===== config.mk =====
export PLATFORM = sky130hd
export DESIGN_NAME = lruv_row_logic
export DESIGN_NICKNAME = d
export VERILOG_FILES = /design/src/hw/rtl/lruv_pkg.sv /design/src/hw/rtl/lruv_row_logic.sv
export SDC_FILE = /design/constraint.sdc
export NUM_CORES = 1
export LEC_CHECK = 0
export ABC_AREA = 1
export BUFFER_PORTS_ARGS = -buffer_cell sky130_fd_sc_hd__buf_2
export CORE_MARGIN = 3
export CORE_UTILIZATION = 58
export DETAILED_ROUTE_END_ITERATION = 8
export PLACE_DENSITY_LB_ADDON = 0.12
export SLEW_MARGIN = 20
export SYNTH_ARGS = -nofsm -noshare
export SYNTH_HDL_FRONTEND = slang
export SYNTH_SLANG_ARGS = --single-unit

===== constraint.sdc =====
create_clock -name vclk -period 12.8
set_clock_uncertainty 0.1 [all_clocks]
set_input_delay 0.64 -clock vclk [all_inputs]
set_output_delay 0.64 -clock vclk [all_outputs]
set_load 0.02 [all_outputs]

===== src/hw/rtl/lruv_pkg.sv =====
`timescale 1ns / 1ps
// ----------------------------------------------------------------------------
// lruv_pkg
// Shared sizes, row types and helpers for the lru victim select unit.
// ----------------------------------------------------------------------------
package lruv_pkg;

  localparam int SETS  = 256;
  localparam int WAYS  = 8;
  localparam int SET_W = $clog2(SETS);
  localparam int WAY_W = $clog2(WAYS);
  localparam int AGE_W = WAY_W;
  localparam int ROW_W = WAYS * AGE_W;

  typedef enum logic {
    OP_QUERY = 1'b0,
    OP_TOUCH = 1'b1
  } op_t;

  typedef logic [AGE_W-1:0] age_t;
  typedef age_t [WAYS-1:0]  row_t;

  typedef struct packed {
    logic [WAY_W-1:0] victim_way;
    logic             no_victim;
  } vic_res_t;

  // after reset, way w of every set has age w
  function automatic row_t reset_row();
    row_t r;
    for (int w = 0; w < WAYS; w++) begin
      r[w] = AGE_W'(w);
    end
    return r;
  endfunction

endpackage


===== src/hw/rtl/lruv_row_logic.sv =====
`timescale 1ns / 1ps
// ----------------------------------------------------------------------------
// lruv_row_logic
// Age update for a touch and victim pick for a query on one set row.
// ----------------------------------------------------------------------------
module lruv_row_logic (
  input  lruv_pkg::row_t               row_cur,
  input  logic [lruv_pkg::WAY_W-1:0]   way,
  input  logic [7:0]                   valid_mask,
  input  logic [7:0]                   locked_mask,
  output lruv_pkg::row_t               row_upd,
  output lruv_pkg::vic_res_t           res
);

  lruv_pkg::age_t             ref_age;
  logic                       inv_hit;
  logic [lruv_pkg::WAY_W-1:0] inv_way;
  logic                       found;
  logic [lruv_pkg::WAY_W-1:0] best;
  lruv_pkg::age_t             best_age;

  assign ref_age = row_cur[way];

  always_comb begin
    for (int w = 0; w < lruv_pkg::WAYS; w++) begin
      if (lruv_pkg::WAY_W'(w) == way) begin
        row_upd[w] = '0;
      end else if (row_cur[w] < ref_age) begin
        row_upd[w] = row_cur[w] + 1'b1;
      end else begin
        row_upd[w] = row_cur[w];
      end
    end
  end

  always_comb begin
    inv_hit  = 1'b0;
    inv_way  = '0;
    found    = 1'b0;
    best     = '0;
    best_age = '0;
    // scan high to low so the lowest invalid way wins
    for (int w = lruv_pkg::WAYS - 1; w >= 0; w--) begin
      if (!valid_mask[w]) begin
        inv_hit = 1'b1;
        inv_way = lruv_pkg::WAY_W'(w);
      end
    end
    // ties go to the higher index
    for (int w = 0; w < lruv_pkg::WAYS; w++) begin
      if (!locked_mask[w] && row_cur[w] >= best_age) begin
        found    = 1'b1;
        best     = lruv_pkg::WAY_W'(w);
        best_age = row_cur[w];
      end
    end
    if (inv_hit) begin
      res.victim_way = inv_way;
      res.no_victim  = 1'b0;
    end else if (found) begin
      res.victim_way = best;
      res.no_victim  = 1'b0;
    end else begin
      res.victim_way = '0;
      res.no_victim  = 1'b1;
    end
  end

endmodule


Word level (Yosys, flattened, before mapping) --
Index checks and enable logic that the tools add are counted.
Cells by class: order comparisons 17, mux-type cells 58, $add $sub $neg 8, reductions and logical operators 17, equality and inequality tests 7
Operators by type and width (number):
- 2-to-1 mux 3 bit | 38
- adder 3 x 1 -> 3 bit (second input constant) | 8
- less-than comparator 3 bit | 8
- greater-or-equal comparator 3 bit | 7
- 2-to-1 mux 1 bit | 17
- == test 3 bit (first input constant) | 4
- binary-select mux 3 bit (select 3 bit) | 1
- logical AND 1 bit | 8
- zero test 1 bit | 8
- 2-to-1 mux 4 bit | 2
- == test 2 x 3 -> 1 bit (first input constant) | 2
- less-than comparator 3 x 4 -> 1 bit (second input constant) | 1
- == test 1 x 3 -> 1 bit (first input constant) | 1
- greater-or-equal comparator 3 x 1 -> 1 bit (second input constant) | 1
- zero test 3 bit | 1
Word-level totals: input port bits 43, output and inout bits 28, word-level logic and storage cells 107, register bits 0

Longest topological paths before layout --
Gate-level depths: netlist of run 1.
depth after elaboration 26, mapped depth 64, gate-level depth less buffers 64

Worst setup path after synthesis of run 1 --
Ideal clock, no wire load.
kind input port to output port, from in row_cur[2] (netlist bit), to out res[0] (netlist bit), path slack 5.102 ns, arrival time 6.958 ns, stages 58, cell sequence inv_1 nor2_1 inv_1 ha_1 nand2_1 clkinv_1 nand2_2 nand2_4 nand2_4 o21ai_0 ha_1 o21ai_0 nand3_2 nand2_4 nand2_1 o21ai_0 ha_1 nor2_1 (+22 left out) nand2_2 nand2_4 nand2_1 o21ai_2 ha_1 a21oi_1 o211ai_1 nand2_1 inv_1 nand2_1 nand2_1 ha_1 a21oi_1 a31o_2 nand2_1 nor2_2 nand2_1 nor2_1
RTL lines:
- start: declaration | line lruv_row_logic.sv:7 | input lruv_pkg::row_t row_cur,
- end: declaration | line lruv_row_logic.sv:12 | output lruv_pkg::vic_res_t res

==> results of run 1 <==
## worst min path at each step
| stage | endpoint | start | cells past startpoint |
|---|---|---|---|
| 6_report | res[1] | valid_mask[0] | 4 |
| 5_1_grt | row_upd[0] | row_cur[0] | 4 |
| 4_1_cts | res[1] | valid_mask[0] | 4 |
| 3_3_place_gp | res[1] | valid_mask[0] | 4 |
| 2_1_floorplan | res[3] | valid_mask[1] | 2 |
| 3_5_place_dp | res[1] | valid_mask[0] | 4 |
## power by group through the flow
| stage | combinational, mW | sequential (mW) | clock, mW |
|---|---|---|---|
| after CTS | 0.168 | 0 | 0 |
| after global routing | 0.191 | 0 | 0 |
| after detailed placement | 0.167 | 0 | 0 |
| final | 0.168 | 0 | 0 |
| after global placement | 0.163 | 0 | 0 |
| after floorplan | 0.122 | 0 | 0 |
## critical path, delay by kind of cell
kind                     cells  cell delay (ns)
AO/OA/AOI/OAI               13             2.04
adder cells (fa/ha/maj)      7             2.05
buffers and inverters       11             0.89
AND/OR/NAND/NOR             27             2.12
## cells by family after synthesis
family          share of synthesized area
compound gates                      0.246
xor+xnor                          0.00849
fa+ha+maj                           0.237
buf+inv                             0.115
mux                               0.00485
simple gates                        0.389
## per-stage QoR
| stage | hold slack [ns] | utilization | total power [mW] |
|---|---|---|---|
| after floorplan | 1.34 | - | 0.122 |
| after global placement | 1.53 | 0.734 | 0.163 |
| after detailed placement | 1.53 | 0.734 | 0.168 |
| after CTS | 1.53 | 0.734 | 0.168 |
| after global routing | 1.57 | 0.734 | 0.191 |
| final | 1.53 | 0.734 | 0.168 |
## layer usage
layer,vias up,GRT usage,share of wire
li1,1342,-,-
met1,1112,0.337,0.45
met2,57,0.482,0.51
met3,0,0.00513,0.046
met4,0,0.0104,0
met5,-,0,0
## final cells by class
type,instances,area [sq um],area share
multi-input cells,291,1830,0.734
repair buffers,73,370,0.149
well taps,46,57.6,0.0231
inverters,62,233,0.0936
## cell usage in the layout (no fill, tap or decap), types with 2 or more instances in the layout
cell and n:
a31o_2 7, nand2_4 7, nand3_2 6, a221oi_1 3
nand2_1 85, o22ai_1 13, ha_1 39, a21oi_1 34
nand2_2 10, and2_2 2, a211oi_1 2, clkinv_1 2
o21ai_2 2, o211ai_1 3, nand3_1 22, buf_2 71
o21ai_0 13, buf_4 2, nor2_1 22, and2_1 8
inv_1 59, xnor2_1 2
==> results.cfg, run 1 <==
[critical_path]
crit_slowest_cell = ha_1
critical_path.startpoint = row_cur[2]
end_kind = output pin
cpPeakStageDelay_ns = 0.31
path_class = primary input to output pin
cp-endpoint = res[0]
cp.arrival_ns = 7.76
cpMostUsedCell = nand2_1
path_max_fanout = 10
critPathLaunchType = primary input
crit_required_ns = 12.06

[synth]
synth.avg_cell_area_sq_um = 5.83
synthTopCellsByArea = ha_1 24%, nand2_1 15%, inv_1 11%
synth_most_common_cell = nand2_1
syn_nets = 436
ys_seq_area_frac = 0
ys_top_cells_by_count = 85 x nand2_1, 59 x inv_1, 39 x ha_1
synth_top_area_frac = 0.237
yosysTopAreaCell = ha_1
syn_area_sq_um = 2060
yosysUniqueCellTypes = 33
synth_cells = 354
yosys_warnings = 0

[power_and_ir_drop]
seqPwrFrac = 0
power.density_nw_per_um2 = 67.5
swShare = 0.617
p_sw_mw = 0.104
comb_power_share = 1.000
p_int_mw = 0.0644
p_leak_nw = 1.46
p_clk_frac = 0
ir_drop_mv = 0.0365

[detailed_routing]
first_iter_violations = 109
dr.pass1.iters = 4
wire_per_inst_microns = 11.7
drc = 0
viasPerCell = 5.32
postRouteAntennaNets = 0
vias = 2511
drt_wl_total_microns = 5510

[timing]
hold_viol = 0
period_minus_slack_ns = 8.50
setup_tns_ns = 0
fin_crit_sh = 0.664
rsz0062_at_grt = false
max_freq_mhz = 118
setup_violations = 0
relSlewSlack = 0.394
tightest_slew_ns = 0.884
drv_slew = 0
setup_slack_ns = 4.30

[floorplanning]
die-area_sq_um = 4310
core_area_sq_um = 3390
die_w_microns = 65.6
io_pins = 71
fp-row-count = 21
floorplan.die.height_microns = 65.6
start_util = 0.609

[grt]
grt_pass1_wl_microns = 9270
antenna_found_initial = 0
grt_max_degree = 14
grt_pass1_vias = 2199
track_usage = 0.256
overflow = 0

[job]
maxCapViolations = 0

[placement]
gp_congestion = 0.863
dpl.hpwl_microns = 4790
preCtsSetupSlack_ns = 4.29
placed_cell_area_sq_um = 2490
numPortBuffers = 71
placed_cells = 472

[status]
outcome = finished clean

[layout]
seq_cells = 0
nFillCells = 300
final_cells = 472
drive_above_1_share = 0.258
fin_area_sq_um = 2490
nClkBuffers = 0
regArea_sq_um = 0
area_delta_synth_final_pct = 20.6
antenna_cells = 0
fin_nets = 510

[clock_network]
cts_hold_buf = 0
cts_repair_resize_count = 0
post_cts_buffers = 0

[worst_hold_path]
min_path_type = primary input to output pin
No activity file was read; power rests on OpenSTA's default activity.
==> inputs of run 2 (changes only) <==
Settings changed: CORE_UTILIZATION 58 to 49.
Clock period 12.8 ns to 7.7 ns, I/O delays scaled along.
==> run 2 against run 1 <==
Compared with the run above: first-iteration DRC count is 54% higher; count of clock-buffer cells in the layout unchanged; cell area is 14% higher; routed wire length grew 16%; largest cell class unchanged.
==> results.cfg, run 2 (same netlist as run 1, synthesis figures left out) <==
[status]
outcome = finished clean

[layout]
final_cells = 493
antenna_cells = 0
area_delta_synth_final_pct = 37.2
regArea_sq_um = 0
drive_above_1_share = 0.362
multiInputGateArea_sq_um = 1980
layout_commonest_cell = nand2_1
fin_nets = 529
nClkBuffers = 0
nFillCells = 333
fin_area_sq_um = 2830
seq_cells = 0
layout_common_cells = 75 x nand2_1, 67 x buf_2, 54 x inv_1, 35 x ha_1, 34 x a21oi_1

[grt]
track_usage = 0.229
grt_pass1_vias = 2364
grt_max_degree = 14
grt_use_met1 = 0.316
grt_util_met2 = 0.403
gr-max-usage-layer = met2
grt_pass1_wl_microns = 9960
overflow = 0
antenna_found_initial = 0
met3_usage = 0.00284

[timing]
relSlewSlack = 0.478
period_minus_slack_ns = 7.34
max_freq_mhz = 136
fin_crit_sh = 0.953
setup_slack_ns = 0.361
hold_viol = 0
tightest_slew_ns = 0.777
drv_slew = 0
setup_violations = 0
setup_tns_ns = 0

[critical_path]
end_kind = output pin
cp-endpoint = res[0]
crit_slowest_cell = ha_1
cpMostUsedCell = nand2_2
cp.arrival_ns = 6.85
crit_required_ns = 7.21
path_class = primary input to output pin
critical_path.startpoint = row_cur[1]
critPathLaunchType = primary input
cpPeakStageDelay_ns = 0.30
path_max_fanout = 5

[placement]
gp_congestion = 0.866
placed_cells = 486
preCtsSetupSlack_ns = -0.126
dpl.hpwl_microns = 5190
placed_cell_area_sq_um = 2580
numPortBuffers = 71

[worst_hold_path]
holdPathStages = 4
min_path_type = primary input to output pin

[power_and_ir_drop]
p_leak_nw = 1.59
power.density_nw_per_um2 = 122
ir_drop_mv = 0.0507
finalPower_mw = 0.346

[floorplanning]
io_pins = 71
fp-row-count = 22
die-area_sq_um = 5030
floorplan.die.height_microns = 70.9
start_util = 0.535
die_w_microns = 70.9
core_area_sq_um = 3850

[detailed_routing]
first_iter_violations = 168
vias = 2698
postRouteAntennaNets = 0
drc = 0
drt_wl_total_microns = 6380
viasPerCell = 5.47
wire_per_inst_microns = 12.9
dr.pass1.iters = 4

[job]
maxCapViolations = 0
## run 2: layer usage
layer  part of all wire  vias up  routed length, microns
li1                   -     1384                       -
met1               0.45     1194                    2880
met2               0.47      110                    2980
met3              0.070       10                     445
met4              0.012        0                      78
met5                  0        -                       0
## run 2: worst min-delay path by stage
stage | start | end | slack [ns]
floorplan | valid_mask[1] | res[3] | 0.83
CTS | valid_mask[0] | res[1] | 1.02
global route | row_cur[3] | row_upd[3] | 1.05
detailed placement | valid_mask[0] | res[1] | 1.02
global placement | valid_mask[0] | res[1] | 1.02
finish | valid_mask[0] | res[1] | 1.02
## run 2: what timing repair did
item | 4_1_cts | 5_1_grt
endpoints found under the setup margin | 3 | 4
gates resized for setup | 4 | 52
buffers inserted | 1 | 6
gates cloned | 0 | 0
hold buffers | 0 | 0
pin swaps | 2 | 27
## run 2: critical path: cells and delay by family
| family | cells | cell delay (ns) |
|---|---|---|
| buffers and inverters | 12 | 0.88 |
| AND/OR/NAND/NOR | 32 | 2.32 |
| adder cells (fa/ha/maj) | 7 | 1.84 |
| AO/OA/AOI/OAI | 12 | 1.42 |
## run 2: final cells by class
| class | instances | share of cell area |
|---|---|---|
| repair buffers | 92 | 0.195 |
| multi-input cells | 291 | 0.701 |
| well taps | 48 | 0.0212 |
| inverters | 62 | 0.0831 |
## run 2: power by group
group / switching, mW / internal (mW)
Combinational: 0.202 / 0.144
Clock: 0 / 0
Sequential: 0 / 0
## run 2: stage by stage
stage / hold slack [ns] / utilization
2_1_floorplan: 0.834 / -
3_3_place_gp: 1.02 / 0.669
3_5_place_dp: 1.02 / 0.669
4_1_cts: 1.02 / 0.671
5_1_grt: 1.05 / 0.734
6_report: 1.02 / 0.734
==> inputs of run 3 (changes only) <==
Settings changed: CORE_ASPECT_RATIO set to 0.75, PLACE_DENSITY set to 0.81, PLACE_DENSITY_LB_ADDON 0.12 to unset.
==> run 3 against run 2 <==
Compared with the run above: core utilization grew 0.54 points; combinational power shrank 2%; cell count grew 2.0%; cell area grew 0.66%; flip-flop and latch count is the same; non-clock buffer count grew 6; first-iteration DRC count grew 3.6%; count of clock-buffer cells in the layout is the same; critical endpoint is now res[2]; fmax shrank 2.1%; power shrank 2.3%.
==> results.cfg, run 3 (same netlist as run 1, synthesis figures left out) <==
[status]
outcome = finished clean

[detailed_routing]
wl_met2_microns = 3120
vias = 2748
viasPerCell = 5.46
wl_met1_microns = 3240
first_iter_violations = 174
postRouteAntennaNets = 0
wire_per_inst_microns = 13.8
wl_met3_microns = 518
drt_wl_total_microns = 6950
drc = 0
maxUsedRoutingLayer = met4
dr.pass1.iters = 4

[critical_path]
path_class = primary input to output pin
cp.arrival_ns = 7.01
crit_required_ns = 7.21
end_kind = output pin
crit_slowest_cell = ha_1
critPathLaunchType = primary input
cpPeakStageDelay_ns = 0.31
path_max_fanout = 8
cpMostUsedCell = nand2_1

[layout]
layout_common_cells = 79 x nand2_1, 66 x buf_2, 56 x inv_1, 34 x ha_1, 33 x a21oi_1
fin_nets = 535
area_delta_synth_final_pct = 38.1
drive_above_1_share = 0.353
layout_commonest_cell = nand2_1
antenna_cells = 0
fin_area_sq_um = 2850
final_cells = 503
regArea_sq_um = 0
seq_cells = 0
nClkBuffers = 0

[placement]
placed_cell_area_sq_um = 2620
placed_cells = 495
preCtsSetupSlack_ns = -0.0947
gp_congestion = 0.907
dpl.hpwl_microns = 5480
numPortBuffers = 71

[grt]
track_usage = 0.246
grt_pass1_vias = 2289
grt_max_degree = 14
overflow = 0
grt_pass1_wl_microns = 10400
antenna_found_initial = 0

[timing]
fin_crit_sh = 0.974
setup_slack_ns = 0.201
setup_violations = 0
tightest_slew_ns = 0.880
setup_tns_ns = 0
hold_viol = 0
drv_slew = 0
period_minus_slack_ns = 7.50
relSlewSlack = 0.397
max_freq_mhz = 133

[floorplanning]
start_util = 0.536
io_pins = 71
floorplan.die.height_microns = 62.2
die_w_microns = 80.9
core_area_sq_um = 3850
fp-row-count = 19
die-area_sq_um = 5030

[power_and_ir_drop]
power.density_nw_per_um2 = 119
ir_drop_mv = 0.0859
p_leak_nw = 1.60
finalPower_mw = 0.338

[clock_network]
cts_hold_buf = 0

[worst_hold_path]
min_path_type = primary input to output pin

[job]
maxCapViolations = 0
-- run 3: layout make-up --
class,count,area [sq um]
fill,336,1000
multi-input combinational,291,1980
inverter,62,233
tap,52,65.1
timing repair buffer,98,574
-- run 3: critical path, delay by kind of cell --
family | cells | cell delay, ns
AO/OA/AOI/OAI | 9 | 1.36
buffers and inverters | 9 | 0.74
AND/OR/NAND/NOR | 35 | 2.61
adder cells (fa/ha/maj) | 7 | 1.93
-- run 3: final timing paths --
check,startpoint,endpoint,slack (ns),depth (start not counted)
worst min-delay path,valid_mask[0],res[1],1.03,4
worst max-delay path,locked_mask[0],res[2],0.20,60
-- run 3: where the power goes --
| group | switching [mW] | internal (mW) |
|---|---|---|
| Clock | 0 | 0 |
| Sequential | 0 | 0 |
| Combinational | 0.201 | 0.138 |
-- run 3: through the flow --
step	hold slack, ns	util
floorplan	0.834	-
global placement	1.02	0.681
detailed placement	1.03	0.681
CTS	1.03	0.682
global route	1.05	0.740
finish	1.03	0.740
-- run 3: layer usage --
| metal | up-vias | track usage |
|---|---|---|
| met5 | - | 0 |
| met4 | 0 | 0 |
| met3 | 10 | 0.0130 |
| met2 | 109 | 0.399 |
| met1 | 1238 | 0.377 |
| li1 | 1391 | - |
-- run 3: what timing repair did --
action                     in CTS  in global routing
resized for setup               4                 41
pin swaps                       3                 26
setup endpoints to repair       3                  4
setup buffers                   0                  8
